==> config.mk <==
export PLATFORM = sky130hd
export DESIGN_NAME = two_class_priority_message_queue_flat
export DESIGN_NICKNAME = d
export VERILOG_FILES = /design/src/rtl/core/tcpmq_pkg.sv /design/src/rtl/core/tcpmq_in_if.sv /design/src/rtl/core/tcpmq_out_if.sv /design/src/rtl/core/two_class_priority_message_queue.sv /design/src/rtl/core/tcpmq_ram.sv /design/src/rtl/core/tcpmq_ctrl.sv /design/src/rtl/core/tcpmq_dp.sv /design/src/flat_wrapper.sv
export VERILOG_INCLUDE_DIRS = /design/src /design/src/rtl/core
export SDC_FILE = /design/constraint.sdc
export NUM_CORES = 2
export LEC_CHECK = 0
export BUFFER_PORTS_ARGS = -buffer_cell sky130_fd_sc_hd__buf_2
export CORE_UTILIZATION = 40
export CTS_CLUSTER_DIAMETER = 200
export DETAILED_ROUTE_END_ITERATION = 10
export PLACE_DENSITY = 0.51
export SETUP_SLACK_MARGIN = 0.4
export SYNTH_ARGS = -nofsm -noshare
export SYNTH_HDL_FRONTEND = slang
export SYNTH_HIERARCHICAL = 1
export SYNTH_SLANG_ARGS = --single-unit
==> constraint.sdc <==
create_clock -name i_clk -period 12.7 [get_ports i_clk]
set_clock_uncertainty 0.1 [all_clocks]
set_input_delay 1.905 -clock i_clk [delete_from_list [all_inputs] [get_ports i_clk]]
set_output_delay 1.905 -clock i_clk [all_outputs]
set_load 0.01 [all_outputs]
==> src/rtl/core/assert_macros.svh <==
// Assertion macros shared by the queue RTL.
// Clocked on i_clk, disabled while i_rst_n is low.
`ifndef ASSERT_MACROS_SVH
`define ASSERT_MACROS_SVH

// Same-cycle implication.
`define TCPMQ_ASSERT_IMP(lbl, ant, con, msg) \
    lbl: assert property (@(posedge i_clk) disable iff (!i_rst_n) (ant) |-> (con)) \
        else $error(msg);

// Next-cycle implication.
`define TCPMQ_ASSERT_NEXT(lbl, ant, con, msg) \
    lbl: assert property (@(posedge i_clk) disable iff (!i_rst_n) (ant) |=> (con)) \
        else $error(msg);

`endif

==> src/rtl/core/tcpmq_pkg.sv <==
// Shared types and constants of the two-class priority message queue.
// No dependencies.
package tcpmq_pkg;

    localparam int TAG_W    = 64;
    localparam int WORD_W   = 32;
    localparam int STATUS_W = 2;
    localparam int COUNT_W  = 5;

    typedef enum logic [STATUS_W-1:0] {
        ST_OK    = 2'd0,
        ST_FULL  = 2'd1,
        ST_EMPTY = 2'd2
    } t_status;

    typedef enum logic {
        CMD_SEND = 1'b0,
        CMD_READ = 1'b1
    } t_command;

    typedef struct packed {
        logic    latch_in;
        logic    set_status;
        t_status status_code;
        logic    scan_clear;
        logic    scan_next;
        logic    store;
        logic    tail_link;
        logic    head_rd;
        logic    head_insert;
        logic    walk_init;
        logic    walk_link_rd;
        logic    walk_pri_rd;
        logic    walk_adv;
        logic    cur_link_rd;
        logic    link_new_wr;
        logic    link_cur_wr;
        logic    pop_rd;
        logic    pop_cap;
        logic    load_result;
    } t_dp_cmd;

    typedef struct packed {
        logic count_zero;
        logic count_full;
        logic cmd_read;
        logic req_pri;
        logic slot_free;
        logic scan_last;
        logic cur_is_tail;
        logic step_done;
        logic link_null;
        logic rd_pri;
        logic out_free;
    } t_dp_stat;

endpackage

==> src/rtl/core/tcpmq_in_if.sv <==
// Request channel of the message queue: valid/ready plus one request item.
// Depends on tcpmq_pkg.
interface tcpmq_in_if;
    import tcpmq_pkg::*;

    logic              valid;
    logic              ready;
    logic              command;
    logic              priority_req;
    logic [TAG_W-1:0]  producer_tag;
    logic [WORD_W-1:0] data_word;

    modport source (output valid, command, priority_req, producer_tag, data_word,
                    input ready);
    modport sink   (input valid, command, priority_req, producer_tag, data_word,
                    output ready);
endinterface

==> src/rtl/core/tcpmq_out_if.sv <==
// Result channel of the message queue: valid/ready plus one result item.
// Depends on tcpmq_pkg.
interface tcpmq_out_if;
    import tcpmq_pkg::*;

    logic                valid;
    logic                ready;
    logic [STATUS_W-1:0] status;
    logic [COUNT_W-1:0]  queued_count;
    logic                out_priority;
    logic [TAG_W-1:0]    out_producer;
    logic [WORD_W-1:0]   out_data;

    modport source (output valid, status, queued_count, out_priority, out_producer,
                    out_data, input ready);
    modport sink   (input valid, status, queued_count, out_priority, out_producer,
                    out_data, output ready);
endinterface

==> src/rtl/core/two_class_priority_message_queue.sv <==
// Two-class priority message queue: linked list of messages in a slot table.
// Result paths: a rejected item, a read, a send into an empty queue, a normal send, a
// priority send placed at the head, or one that walks past the queued priority messages;
// a send with room first scans for the lowest free slot. One item at a time: the next item
// is accepted in the cycle after the result loads, and that load waits while o_res stalls.
// Reset (synchronous, active low) clears valid bits, head, tail, count, result valid; no sweep needed.
module two_class_priority_message_queue #(
    parameter int QUEUE_DEPTH    = 16,
    parameter int PAYLOAD_WIDTH  = 32,
    parameter int PRODUCER_WIDTH = 64
) (
    input  logic        i_clk,
    input  logic        i_rst_n,
    tcpmq_in_if.sink    i_msg,
    tcpmq_out_if.source o_res
);
    import tcpmq_pkg::*;

    `include "assert_macros.svh"

    t_dp_cmd  ctrl_cmd;
    t_dp_stat dp_stat;
    logic     in_ready;

    assign i_msg.ready = in_ready;

    tcpmq_ctrl u_ctrl (
        .i_clk      (i_clk),
        .i_rst_n    (i_rst_n),
        .i_in_valid (i_msg.valid),
        .o_in_ready (in_ready),
        .i_stat     (dp_stat),
        .o_cmd      (ctrl_cmd)
    );

    tcpmq_dp #(
        .QUEUE_DEPTH    (QUEUE_DEPTH),
        .PAYLOAD_WIDTH  (PAYLOAD_WIDTH),
        .PRODUCER_WIDTH (PRODUCER_WIDTH)
    ) u_dp (
        .i_clk          (i_clk),
        .i_rst_n        (i_rst_n),
        .i_cmd          (ctrl_cmd),
        .o_stat         (dp_stat),
        .i_command      (i_msg.command),
        .i_priority_req (i_msg.priority_req),
        .i_producer_tag (i_msg.producer_tag),
        .i_data_word    (i_msg.data_word),
        .o_res          (o_res)
    );

    `TCPMQ_ASSERT_IMP(a_empty_zero_count, o_res.valid && o_res.status == ST_EMPTY, o_res.queued_count == '0, "empty status with nonzero count")
    `TCPMQ_ASSERT_NEXT(a_accept_busy, i_msg.valid && i_msg.ready, !i_msg.ready, "item accepted while busy")
    `TCPMQ_ASSERT_IMP(a_load_free, ctrl_cmd.load_result, dp_stat.out_free, "result loaded over pending result")
    `TCPMQ_ASSERT_IMP(a_store_room, ctrl_cmd.store, !dp_stat.count_full, "store into full queue")
endmodule

==> src/rtl/core/tcpmq_ram.sv <==
// Generic single-port-write, single-port-read RAM with registered read.
// No dependencies.
module tcpmq_ram #(
    parameter int WIDTH = 8,
    parameter int DEPTH = 16
) (
    input  logic                     i_clk,
    input  logic                     i_we,
    input  logic [$clog2(DEPTH)-1:0] i_waddr,
    input  logic [WIDTH-1:0]         i_wdata,
    input  logic                     i_re,
    input  logic [$clog2(DEPTH)-1:0] i_raddr,
    output logic [WIDTH-1:0]         o_rdata
);
    logic [WIDTH-1:0] r_mem [DEPTH];
    logic [WIDTH-1:0] r_rdata;

    always_ff @(posedge i_clk) begin
        if (i_we) begin
            r_mem[i_waddr] <= i_wdata;
        end
        if (i_re) begin
            r_rdata <= r_mem[i_raddr];
        end
    end

    assign o_rdata = r_rdata;
endmodule

==> src/rtl/core/tcpmq_ctrl.sv <==
// Sequencer of the message queue: steps the datapath through scan, insert and pop.
// Depends on tcpmq_pkg.
module tcpmq_ctrl (
    input  logic               i_clk,
    input  logic               i_rst_n,
    input  logic               i_in_valid,
    output logic               o_in_ready,
    input  tcpmq_pkg::t_dp_stat i_stat,
    output tcpmq_pkg::t_dp_cmd  o_cmd
);
    import tcpmq_pkg::*;

    typedef enum logic [3:0] {
        S_IDLE,
        S_DECODE,
        S_SCAN,
        S_STORE,
        S_TAIL_LINK,
        S_HEAD_RD,
        S_HEAD_CHK,
        S_WALK_CHK,
        S_WALK_LINK,
        S_WALK_PRI,
        S_CUR_RD,
        S_NEW_WR,
        S_CUR_WR,
        S_POP,
        S_FINISH
    } t_state;

    t_state r_state;
    t_state n_state;

    always_ff @(posedge i_clk) begin
        if (!i_rst_n) begin
            r_state <= S_IDLE;
        end else begin
            r_state <= n_state;
        end
    end

    assign o_in_ready = (r_state == S_IDLE);

    always_comb begin
        n_state = r_state;
        o_cmd   = '0;
        unique case (r_state)
            S_IDLE: begin
                if (i_in_valid) begin
                    o_cmd.latch_in = 1'b1;
                    n_state        = S_DECODE;
                end
            end
            S_DECODE: begin
                if (i_stat.cmd_read) begin
                    if (i_stat.count_zero) begin
                        o_cmd.set_status  = 1'b1;
                        o_cmd.status_code = ST_EMPTY;
                        n_state           = S_FINISH;
                    end else begin
                        o_cmd.pop_rd = 1'b1;
                        n_state      = S_POP;
                    end
                end else if (i_stat.count_full) begin
                    o_cmd.set_status  = 1'b1;
                    o_cmd.status_code = ST_FULL;
                    n_state           = S_FINISH;
                end else begin
                    o_cmd.scan_clear = 1'b1;
                    n_state          = S_SCAN;
                end
            end
            S_SCAN: begin
                if (i_stat.slot_free) begin
                    n_state = S_STORE;
                end else if (i_stat.scan_last) begin
                    o_cmd.set_status  = 1'b1;
                    o_cmd.status_code = ST_FULL;
                    n_state           = S_FINISH;
                end else begin
                    o_cmd.scan_next = 1'b1;
                end
            end
            S_STORE: begin
                o_cmd.store = 1'b1;
                if (i_stat.count_zero) begin
                    n_state = S_FINISH;
                end else if (i_stat.req_pri) begin
                    n_state = S_HEAD_RD;
                end else begin
                    n_state = S_TAIL_LINK;
                end
            end
            S_TAIL_LINK: begin
                o_cmd.tail_link = 1'b1;
                n_state         = S_FINISH;
            end
            S_HEAD_RD: begin
                o_cmd.head_rd = 1'b1;
                n_state       = S_HEAD_CHK;
            end
            S_HEAD_CHK: begin
                if (!i_stat.rd_pri) begin
                    o_cmd.head_insert = 1'b1;
                    n_state           = S_FINISH;
                end else begin
                    o_cmd.walk_init = 1'b1;
                    n_state         = S_WALK_CHK;
                end
            end
            S_WALK_CHK: begin
                if (i_stat.cur_is_tail || i_stat.step_done) begin
                    n_state = S_CUR_RD;
                end else begin
                    o_cmd.walk_link_rd = 1'b1;
                    n_state            = S_WALK_LINK;
                end
            end
            S_WALK_LINK: begin
                if (i_stat.link_null) begin
                    n_state = S_CUR_RD;
                end else begin
                    o_cmd.walk_pri_rd = 1'b1;
                    n_state           = S_WALK_PRI;
                end
            end
            S_WALK_PRI: begin
                if (!i_stat.rd_pri) begin
                    n_state = S_CUR_RD;
                end else begin
                    o_cmd.walk_adv = 1'b1;
                    n_state        = S_WALK_CHK;
                end
            end
            S_CUR_RD: begin
                o_cmd.cur_link_rd = 1'b1;
                n_state           = S_NEW_WR;
            end
            S_NEW_WR: begin
                o_cmd.link_new_wr = 1'b1;
                n_state           = S_CUR_WR;
            end
            S_CUR_WR: begin
                o_cmd.link_cur_wr = 1'b1;
                n_state           = S_FINISH;
            end
            S_POP: begin
                o_cmd.pop_cap = 1'b1;
                n_state       = S_FINISH;
            end
            S_FINISH: begin
                if (i_stat.out_free) begin
                    o_cmd.load_result = 1'b1;
                    n_state           = S_IDLE;
                end
            end
            default: begin
                n_state = S_IDLE;
            end
        endcase
    end
endmodule

==> src/rtl/core/tcpmq_dp.sv <==
// Datapath of the message queue: slot valid bits, link and message memories,
// head/tail/count registers and the result register. Depends on tcpmq_pkg, tcpmq_ram, tcpmq_out_if.
module tcpmq_dp #(
    parameter int QUEUE_DEPTH    = 16,
    parameter int PAYLOAD_WIDTH  = 32,
    parameter int PRODUCER_WIDTH = 64
) (
    input  logic                            i_clk,
    input  logic                            i_rst_n,
    input  tcpmq_pkg::t_dp_cmd              i_cmd,
    output tcpmq_pkg::t_dp_stat             o_stat,
    input  logic                            i_command,
    input  logic                            i_priority_req,
    input  logic [tcpmq_pkg::TAG_W-1:0]     i_producer_tag,
    input  logic [tcpmq_pkg::WORD_W-1:0]    i_data_word,
    tcpmq_out_if.source                     o_res
);
    import tcpmq_pkg::*;

    localparam int IW = $clog2(QUEUE_DEPTH);
    localparam int LW = $clog2(QUEUE_DEPTH + 1);
    localparam int MW = 1 + PRODUCER_WIDTH + PAYLOAD_WIDTH;
    localparam logic [LW-1:0] NO_LINK   = LW'(QUEUE_DEPTH);
    localparam logic [LW-1:0] DEPTH_CNT = LW'(QUEUE_DEPTH);
    localparam logic [IW-1:0] LAST_SLOT = IW'(QUEUE_DEPTH - 1);

    logic [QUEUE_DEPTH-1:0]    r_valid;
    logic [IW-1:0]             r_head;
    logic [IW-1:0]             r_tail;
    logic [LW-1:0]             r_count;
    logic                      r_out_valid;

    logic [IW-1:0]             r_idx;
    logic [IW-1:0]             r_cur;
    logic [IW-1:0]             r_nx;
    logic [LW-1:0]             r_step;
    logic                      r_req_cmd;
    logic                      r_req_pri;
    logic [PRODUCER_WIDTH-1:0] r_req_prod;
    logic [PAYLOAD_WIDTH-1:0]  r_req_data;
    t_status                   r_res_status;
    logic                      r_res_pri;
    logic [PRODUCER_WIDTH-1:0] r_res_prod;
    logic [PAYLOAD_WIDTH-1:0]  r_res_data;
    logic [STATUS_W-1:0]       r_out_status;
    logic [COUNT_W-1:0]        r_out_count;
    logic                      r_out_pri;
    logic [TAG_W-1:0]          r_out_prod;
    logic [WORD_W-1:0]         r_out_data;

    logic                      link_we;
    logic [IW-1:0]             link_waddr;
    logic [LW-1:0]             link_wdata;
    logic                      link_re;
    logic [IW-1:0]             link_raddr;
    logic [LW-1:0]             link_rdata;
    logic                      msg_re;
    logic [IW-1:0]             msg_raddr;
    logic [MW-1:0]             msg_rdata;

    logic                      rd_pri;
    logic [PRODUCER_WIDTH-1:0] rd_prod;
    logic [PAYLOAD_WIDTH-1:0]  rd_data;
    logic                      link_null;
    logic                      count_zero;
    logic                      cur_is_tail;
    logic                      out_free;
    logic [63:0]               req_prod_ext;
    logic [63:0]               req_data_ext;
    logic [63:0]               res_data_ext;
    logic [15:0]               count_ext;

    assign rd_pri      = msg_rdata[MW-1];
    assign rd_prod     = msg_rdata[MW-2 -: PRODUCER_WIDTH];
    assign rd_data     = msg_rdata[PAYLOAD_WIDTH-1:0];
    assign link_null   = (link_rdata >= NO_LINK);
    assign count_zero  = (r_count == '0);
    assign cur_is_tail = (r_cur == r_tail);
    assign out_free    = !r_out_valid || o_res.ready;

    assign req_prod_ext = 64'(i_producer_tag);
    assign req_data_ext = 64'(i_data_word);
    assign res_data_ext = 64'(r_res_data);
    assign count_ext    = 16'(r_count);

    assign o_stat.count_zero  = count_zero;
    assign o_stat.count_full  = (r_count >= DEPTH_CNT);
    assign o_stat.cmd_read    = (r_req_cmd == CMD_READ);
    assign o_stat.req_pri     = r_req_pri;
    assign o_stat.slot_free   = !r_valid[r_idx];
    assign o_stat.scan_last   = (r_idx == LAST_SLOT);
    assign o_stat.cur_is_tail = cur_is_tail;
    assign o_stat.step_done   = (r_step == DEPTH_CNT);
    assign o_stat.link_null   = link_null;
    assign o_stat.rd_pri      = rd_pri;
    assign o_stat.out_free    = out_free;

    always_comb begin
        link_we    = 1'b0;
        link_waddr = r_idx;
        link_wdata = NO_LINK;
        if (i_cmd.store) begin
            link_we = 1'b1;
        end else if (i_cmd.tail_link) begin
            link_we    = 1'b1;
            link_waddr = r_tail;
            link_wdata = LW'(r_idx);
        end else if (i_cmd.head_insert) begin
            link_we    = 1'b1;
            link_wdata = LW'(r_head);
        end else if (i_cmd.link_new_wr) begin
            link_we    = 1'b1;
            link_wdata = link_rdata;
        end else if (i_cmd.link_cur_wr) begin
            link_we    = 1'b1;
            link_waddr = r_cur;
            link_wdata = LW'(r_idx);
        end
    end

    assign link_re    = i_cmd.walk_link_rd || i_cmd.cur_link_rd || i_cmd.pop_rd;
    assign link_raddr = i_cmd.pop_rd ? r_head : r_cur;
    assign msg_re     = i_cmd.head_rd || i_cmd.walk_pri_rd || i_cmd.pop_rd;
    assign msg_raddr  = i_cmd.walk_pri_rd ? link_rdata[IW-1:0] : r_head;

    tcpmq_ram #(
        .WIDTH (LW),
        .DEPTH (QUEUE_DEPTH)
    ) u_link_ram (
        .i_clk   (i_clk),
        .i_we    (link_we),
        .i_waddr (link_waddr),
        .i_wdata (link_wdata),
        .i_re    (link_re),
        .i_raddr (link_raddr),
        .o_rdata (link_rdata)
    );

    tcpmq_ram #(
        .WIDTH (MW),
        .DEPTH (QUEUE_DEPTH)
    ) u_msg_ram (
        .i_clk   (i_clk),
        .i_we    (i_cmd.store),
        .i_waddr (r_idx),
        .i_wdata ({r_req_pri, r_req_prod, r_req_data}),
        .i_re    (msg_re),
        .i_raddr (msg_raddr),
        .o_rdata (msg_rdata)
    );

    always_ff @(posedge i_clk) begin
        if (!i_rst_n) begin
            r_valid     <= '0;
            r_head      <= '0;
            r_tail      <= '0;
            r_count     <= '0;
            r_out_valid <= 1'b0;
        end else begin
            if (i_cmd.store) begin
                r_valid[r_idx] <= 1'b1;
                r_count        <= r_count + LW'(1);
                if (count_zero) begin
                    r_head <= r_idx;
                    r_tail <= r_idx;
                end
            end
            if (i_cmd.tail_link) begin
                r_tail <= r_idx;
            end
            if (i_cmd.head_insert) begin
                r_head <= r_idx;
            end
            if (i_cmd.cur_link_rd && cur_is_tail) begin
                r_tail <= r_idx;
            end
            if (i_cmd.pop_rd) begin
                r_valid[r_head] <= 1'b0;
                r_count         <= r_count - LW'(1);
            end
            if (i_cmd.pop_cap && !link_null) begin
                r_head <= link_rdata[IW-1:0];
            end
            if (i_cmd.load_result) begin
                r_out_valid <= 1'b1;
            end else if (o_res.ready) begin
                r_out_valid <= 1'b0;
            end
        end
    end

    always_ff @(posedge i_clk) begin
        if (i_cmd.latch_in) begin
            r_req_cmd    <= i_command;
            r_req_pri    <= i_priority_req;
            r_req_prod   <= req_prod_ext[PRODUCER_WIDTH-1:0];
            r_req_data   <= req_data_ext[PAYLOAD_WIDTH-1:0];
            r_res_status <= ST_OK;
            r_res_pri    <= 1'b0;
            r_res_prod   <= '0;
            r_res_data   <= '0;
        end
        if (i_cmd.set_status) begin
            r_res_status <= i_cmd.status_code;
        end
        if (i_cmd.scan_clear) begin
            r_idx <= '0;
        end else if (i_cmd.scan_next) begin
            r_idx <= r_idx + IW'(1);
        end
        if (i_cmd.walk_init) begin
            r_cur  <= r_head;
            r_step <= '0;
        end else if (i_cmd.walk_adv) begin
            r_cur  <= r_nx;
            r_step <= r_step + LW'(1);
        end
        if (i_cmd.walk_pri_rd) begin
            r_nx <= link_rdata[IW-1:0];
        end
        if (i_cmd.pop_cap) begin
            r_res_pri  <= rd_pri;
            r_res_prod <= rd_prod;
            r_res_data <= rd_data;
        end
        if (i_cmd.load_result) begin
            r_out_status <= r_res_status;
            r_out_count  <= count_ext[COUNT_W-1:0];
            r_out_pri    <= r_res_pri;
            r_out_prod   <= TAG_W'(r_res_prod);
            r_out_data   <= res_data_ext[WORD_W-1:0];
        end
    end

    assign o_res.valid        = r_out_valid;
    assign o_res.status       = r_out_status;
    assign o_res.queued_count = r_out_count;
    assign o_res.out_priority = r_out_pri;
    assign o_res.out_producer = r_out_prod;
    assign o_res.out_data     = r_out_data;
endmodule

==> src/flat_wrapper.sv <==
// flat-port wrapper written by rule: the top's interface ports become plain ports
module two_class_priority_message_queue_flat import tcpmq_pkg::*;
#(
    parameter int QUEUE_DEPTH    = 16,
    parameter int PAYLOAD_WIDTH  = 32,
    parameter int PRODUCER_WIDTH = 64
)
  (i_clk, i_rst_n, i_msg_valid, i_msg_command, i_msg_priority_req, i_msg_producer_tag, i_msg_data_word, i_msg_ready, o_res_valid, o_res_status, o_res_queued_count, o_res_out_priority, o_res_out_producer, o_res_out_data, o_res_ready);
  tcpmq_in_if i_msg_i ();
  tcpmq_out_if o_res_i ();
  input  logic i_clk;
  input  logic i_rst_n;
  input wire logic [$bits(i_msg_i.valid)-1:0] i_msg_valid;
  input wire logic [$bits(i_msg_i.command)-1:0] i_msg_command;
  input wire logic [$bits(i_msg_i.priority_req)-1:0] i_msg_priority_req;
  input wire logic [$bits(i_msg_i.producer_tag)-1:0] i_msg_producer_tag;
  input wire logic [$bits(i_msg_i.data_word)-1:0] i_msg_data_word;
  output wire logic [$bits(i_msg_i.ready)-1:0] i_msg_ready;
  output wire logic [$bits(o_res_i.valid)-1:0] o_res_valid;
  output wire logic [$bits(o_res_i.status)-1:0] o_res_status;
  output wire logic [$bits(o_res_i.queued_count)-1:0] o_res_queued_count;
  output wire logic [$bits(o_res_i.out_priority)-1:0] o_res_out_priority;
  output wire logic [$bits(o_res_i.out_producer)-1:0] o_res_out_producer;
  output wire logic [$bits(o_res_i.out_data)-1:0] o_res_out_data;
  input wire logic [$bits(o_res_i.ready)-1:0] o_res_ready;
  assign i_msg_i.valid = i_msg_valid;
  assign i_msg_i.command = i_msg_command;
  assign i_msg_i.priority_req = i_msg_priority_req;
  assign i_msg_i.producer_tag = i_msg_producer_tag;
  assign i_msg_i.data_word = i_msg_data_word;
  assign i_msg_ready = i_msg_i.ready;
  assign o_res_valid = o_res_i.valid;
  assign o_res_status = o_res_i.status;
  assign o_res_queued_count = o_res_i.queued_count;
  assign o_res_out_priority = o_res_i.out_priority;
  assign o_res_out_producer = o_res_i.out_producer;
  assign o_res_out_data = o_res_i.out_data;
  assign o_res_i.ready = o_res_ready;
  two_class_priority_message_queue #(.QUEUE_DEPTH(QUEUE_DEPTH), .PAYLOAD_WIDTH(PAYLOAD_WIDTH), .PRODUCER_WIDTH(PRODUCER_WIDTH)) u_core (.i_clk(i_clk), .i_rst_n(i_rst_n), .i_msg(i_msg_i), .o_res(o_res_i));
endmodule
* Word level (Yosys, flattened, before mapping)
Memory sizes are Yosys's and may differ from the RTL's. A register that Yosys moved wholly into a read port is not among the register bits.
Index checks and enable logic that the tools add are counted.
** Cells by class
- Shifts and indexed selects :: 0
- Add/subtract/negate cells :: 4
- Reductions and logical operators :: 27
- Magnitude comparators :: 6
- Multiply operators :: 0
- Divide/modulo/power cells :: 0
- Eq/ne operators :: 20
- Mux-type cells :: 98
- Bitwise logic cells :: 3
** Operators by type and width (number)
- two-way mux 64 bit :: 2
- two-way mux 4 bit :: 24
- two-way mux 32 bit :: 2
- case mux 4 bit (13 select lines) :: 1
- two-way mux 16 bit :: 3
- two-way mux 1 bit :: 44
- two-way mux 5 bit :: 7
- == test 4 bit, second input constant :: 8
- AND 16 bit :: 1
- == test 4 x 3 -> 1 bit, second input constant :: 4
- NOT 16 bit :: 1
- bitwise OR 16 bit :: 1
- two-way mux 3 bit :: 5
- two-way mux 2 bit :: 6
- nonzero test 3 bit :: 4
- adder 5 x 1 -> 5 bit, second input constant :: 2
- >= comparator 5 bit, second input constant :: 2
- less-than comparator 4 x 5 -> 1 bit, second input constant :: 2
- nonzero test 2 bit :: 5
- demux 1 bit (select 4 bit) :: 2
- == test 4 x 2 -> 1 bit, second input constant :: 2
- >= comparator 4 x 1 -> 1 bit, second input constant :: 2
- logical OR 1 bit :: 6
- case mux 3 bit (2 select lines) :: 1
- other kinds (15) :: 21
** Storage, ports and cells
- Memories :: 2
- Latch bits :: 0
- Bits in read-only memories :: 0
- Logic and storage cells :: 183
- Output and inout bits :: 106
- Input bits :: 102
- Register bits :: 352
- RAM bits :: 1632
** Memories
- u_core.u_dp.u_msg_ram.r_mem :: depth 16, width 97, read ports 1, clocked after memory_dff 1, wr ports 1, RTL line tcpmq_ram.sv:15 : logic [WIDTH-1:0] r_mem [DEPTH];
- u_core.u_dp.u_link_ram.r_mem :: depth 16, width 5, read ports 1, clocked after memory_dff 1, wr ports 1, RTL line tcpmq_ram.sv:15

* Depth between registers and ports, before layout
- Depth in word-level cells :: 9
- Mapped depth :: 13
- Mapped depth without buffers :: 12

* Modules after synthesis
Netlist, hierarchy kept.
** Modules (own cells, without submodules)
- tcpmq_ram (u_core.u_dp.u_msg_ram) :: instances 1, cells each 2484, area an instance 60838.3 sq um
- tcpmq_dp :: instances 1, cells each 707, area an instance 12464.5 sq um
- tcpmq_ram (u_core.u_dp.u_link_ram) :: instances 1, cells each 155, area an instance 3263.1 sq um
- tcpmq_ctrl :: instances 1, cells each 95, area an instance 585.6 sq um

* Least setup slack after synthesis
Ideal clock, no wire load.
- Kind :: input port to flip-flop
- From :: in o_res_ready
- To :: reg u_core.u_dp.r_out_data[0] (netlist: u_core/u_dp/o_res.out_data[0]), enable pin
- Slack :: 2661 ps
- Data required time :: 11904 ps
- Stages :: 4
- Data arrival time :: 9243 ps
- Path buffers :: 1
- Cells stage by stage :: nand2b_1 buf_4 inv_1 nor3_1
** RTL lines
- start, declared :: RTL line flat_wrapper.sv:25 : input wire logic [$bits(o_res_i.ready)-1:0] o_res_ready;
- end signal, assigned :: RTL line tcpmq_dp.sv:231 : r_out_data <= res_data_ext[WORD_W-1:0];
- end, declared :: RTL line tcpmq_dp.sv:49 : logic [WORD_W-1:0] r_out_data;

==> impl_metrics.toml <==
[placed_design]
place.gp.congestion = 0.7263
portBuffers = 207
dpl_cell_area_um2 = 81310
place_hpwl_mm = 90.23

[setup_path]
timing.rr.end = "u_core/u_dp/u_msg_ram/o_rdata[96]"
rr_startpoint = "u_core/u_ctrl/r_state[0]"
end_kind = "register"
worst_path_max_delay_cell = "buf_4"
critPathTopFamily = "buffers and inverters"
crit_top_cell = "buf_4"
crit_path_start = "u_core/u_ctrl/r_state[0]"
critPathMaxFanout = 71
cp-start-kind = "register"
critPathKind = "register to register"
path_cells = "or2_1, nor3_1, buf_4, mux2_8, buf_4, buf_4, mux4_2, a22oi_1, nand2_1"
rrSetupSlack_ns = 7.53
worstPathRequired_ns = 13.16
cp.arrival_ns = 5.63
reg2regPathDepth = 9
cp_slowest_stage_delay_ns = 0.98
cp_num_buf_inv = 3

[clock_tree]
cts_resized = 0
clkLatencyLatePin_ns = 0.84
cts_buffer_depth = 3
postCtsSetupBuffers = 0
cts_buffers = 215
clock_sinks = 2086
clk_pin_slew_ns = 0.06
root_buffer = "clkbuf_16"
cts_hold_buffers = 0
cts_tree = "done"
htreeDepth = 4

[yosys]
synth_edf_count = 2043
syn_area_um2 = 77150
synthArstFlopShare_pct = 0
synth-seq-cells = 2086
syn_inst = 3441
synth_top_area_cell = "edfxtp_1"
synth_nets = 3554
syn_avg_cell_area_um2 = 22.42
synth_warnings = 6
ys.flop_type = "edfxtp_1"
yosysSeqAreaShare_pct = 80.63
synth.top_cell.area_share_pct = 79.52
synthDistinctLibCells = 60
synthTopCellsByArea = "edfxtp_1 80%, mux4_2 12%, a22oi_1 1.9%"

[grt]
antenna_found_initial = 11
overflow = 0
grt_pass1_vias = 36690
grt_use_total_pct = 19.53
grt_pass1_wl_mm = 269.1
grt_max_degree = 142

[final_layout]
syn_to_final_growth_pct = 14.36
final_area_um2 = 88230
fillers = 15840
fin_nets = 3873
drive_above_1_share_pct = 26.26
multi_input_area_um2 = 14200
regArea_um2 = 62210

[drt]
vias_per_cell = 5.511
drc = 0
wl_mm = 189.4
drt_first_pass_iters = 5
vias = 35570
drtIter0Drc = 3270
wire_per_inst_um = 29.34
antenna_left = 0

[timing]
rsz0062_at_grt = "no"
slew_headroom_pct = 14.88
finalSetupViolCount = 0
min_period_ns = 5.173
worst-slew-pin-transition_ns = 1.274
hold_viol_final = 0
fmax_mhz = 193.3
finalCritPeriodShare_pct = 40.73
drv_slew = 0
tns_ns = 0

[die]
core_area_um2 = 190800
die_h_um = 441.2
dieWidth_um = 441.2
rows = 160
start_util_pct = 40.44
ioPinCount = 208
dieArea_um2 = 194600

[min_path]
whs_endpoint = "u_core/u_dp/o_res.out_producer[41]"
min_from = "u_core/u_dp/r_res_prod[41]"
worstHoldPathCells = 0
hold_path_class = "register to register"

[job]
drv_cap = 0

[power]
ir_drop_uv = 148.2
p_leak_nw = 27.64
power_density_nw_per_um2 = 201.5

[status]
status = "complete, no violations"
through the flow:
stage | std cells | hold WS [ns] | utilization [%] | worst slack [ns] | power (mW)
after CTS | 6452 | 0.3097 | 46.24 | 7.416 | 18.00
final | 6455 | 0.3137 | 46.25 | 7.527 | 17.78
after detailed placement | 6054 | 0.3045 | 42.62 | 7.461 | 11.80
after global placement | 6054 | 0.3013 | 42.62 | 7.406 | 11.76
after floorplan | 3441 | 0.3003 | - | 2.661 | 10.80
after global routing | 6454 | 0.3159 | 46.24 | 7.015 | 18.47
worst max path at each step:
stage / endpoint / slack [ns] / cells past startpoint
after floorplan: u_core/u_dp/o_res.out_data[0] / 2.66 / 4
after global placement: u_core/u_dp/u_msg_ram/o_rdata[35] / 7.41 / 9
after detailed placement: u_core/u_dp/u_msg_ram/o_rdata[33] / 7.46 / 9
after CTS: u_core/u_dp/u_msg_ram/o_rdata[43] / 7.42 / 9
after global routing: u_core/u_dp/u_msg_ram/o_rdata[33] / 7.02 / 9
final: u_core/u_dp/u_msg_ram/o_rdata[96] / 7.53 / 9
cells in the mapped netlist (all sizes together), types with 10 or more instances:
cell type and number:
a21oi 16, a22oi 200, a31oi 12, and2 104
buf 93, clkbuf 86, dfxtp 43, edfxtp 2043
ha 10, inv 15, mux2 12, mux4 413
nand2 134, nand2b 16, nand3 19, nand3b 10
nor2 63, nor2b 10, nor3 20, nor3b 12
o21ai 23, xor2 11
kinds of logic after synthesis:
kind of cell	after synthesis	synth area share (%)
mux	431	12.32
simple gates	417	2.759
flops	2086	80.63
fa+ha+maj	11	0.1881
buf+inv	194	1.205
xor+xnor	14	0.1589
compound gates	288	2.733
routing by layer:
| layer | up-vias | global-route usage [%] | wire length [µm] |
|---|---|---|---|
| met5 | - | 0 | 0 |
| met4 | 0 | 5.654 | 4371 |
| met3 | 247 | 2.690 | 8246 |
| met2 | 934 | 31.87 | 93580 |
| met1 | 19360 | 27.44 | 83220 |
| li1 | 15030 | - | - |
state kept, by name, indices dropped and copies added (netlist names), 5 cells and up:
register,flops
u_core/u_dp/r_res_prod,64
u_core/u_dp/o_res.out_producer,64
u_core/u_dp/r_step,5
u_core/u_dp/r_req_prod,64
u_core/u_dp/r_valid,16
u_core/u_dp/u_link_ram/r_mem,80
u_core/u_dp/u_msg_ram/r_mem,1552
u_core/u_dp/r_count,5
u_core/u_dp/o_res.out_data,32
u_core/u_dp/r_req_data,32
u_core/u_dp/o_res.queued_count,5
u_core/u_dp/u_link_ram/o_rdata,5
u_core/u_dp/u_msg_ram/o_rdata,97
u_core/u_dp/r_res_data,32
cells in the final DEF (no fill, tap or decap), types with 11 or more instances in the layout:
cell       netlist  final
clkinv_1         0     55
nor2_4           0     14
nor3_1          20     15
edfxtp_1      2043   2043
mux4_2         410    410
o21ai_0         19     19
nor3b_1         12     12
a21oi_1         16     16
bufinv_16        0     21
nand3_1         19     19
nor2_1          61     46
clkbuf_1        86     53
a31oi_1         12     12
clkinv_2         0     33
and2_1         104    102
clkbuf_16        0    218
dfxtp_1         43     43
a22oi_1        200    200
buf_4           32     65
xor2_1          11     11
nand2_1        134    134
inv_1           15     15
buf_2           29    207
nand2b_1        16     16
area by class of cell:
class	instances	share of cell area, %
Antenna cell	3	0.008509
Clock buffer	271	6.408
Clock inverter	127	1.421
Inverter	15	0.06382
Multi-Input combinational cell	1161	16.10
Sequential cell	2086	70.51
Tap cell	2511	3.561
Timing Repair Buffer	281	1.931
power breakdown:
part | internal (mW) | total, mW | switching, mW | leakage [nW]
combinational | 1.07 | 2.62 | 1.55 | 5.33
sequential | 8.49 | 8.97 | 0.479 | 19.0
clock | 3.57 | 6.19 | 2.62 | 3.36
Note: power is estimated with default switching activity, not from simulation.
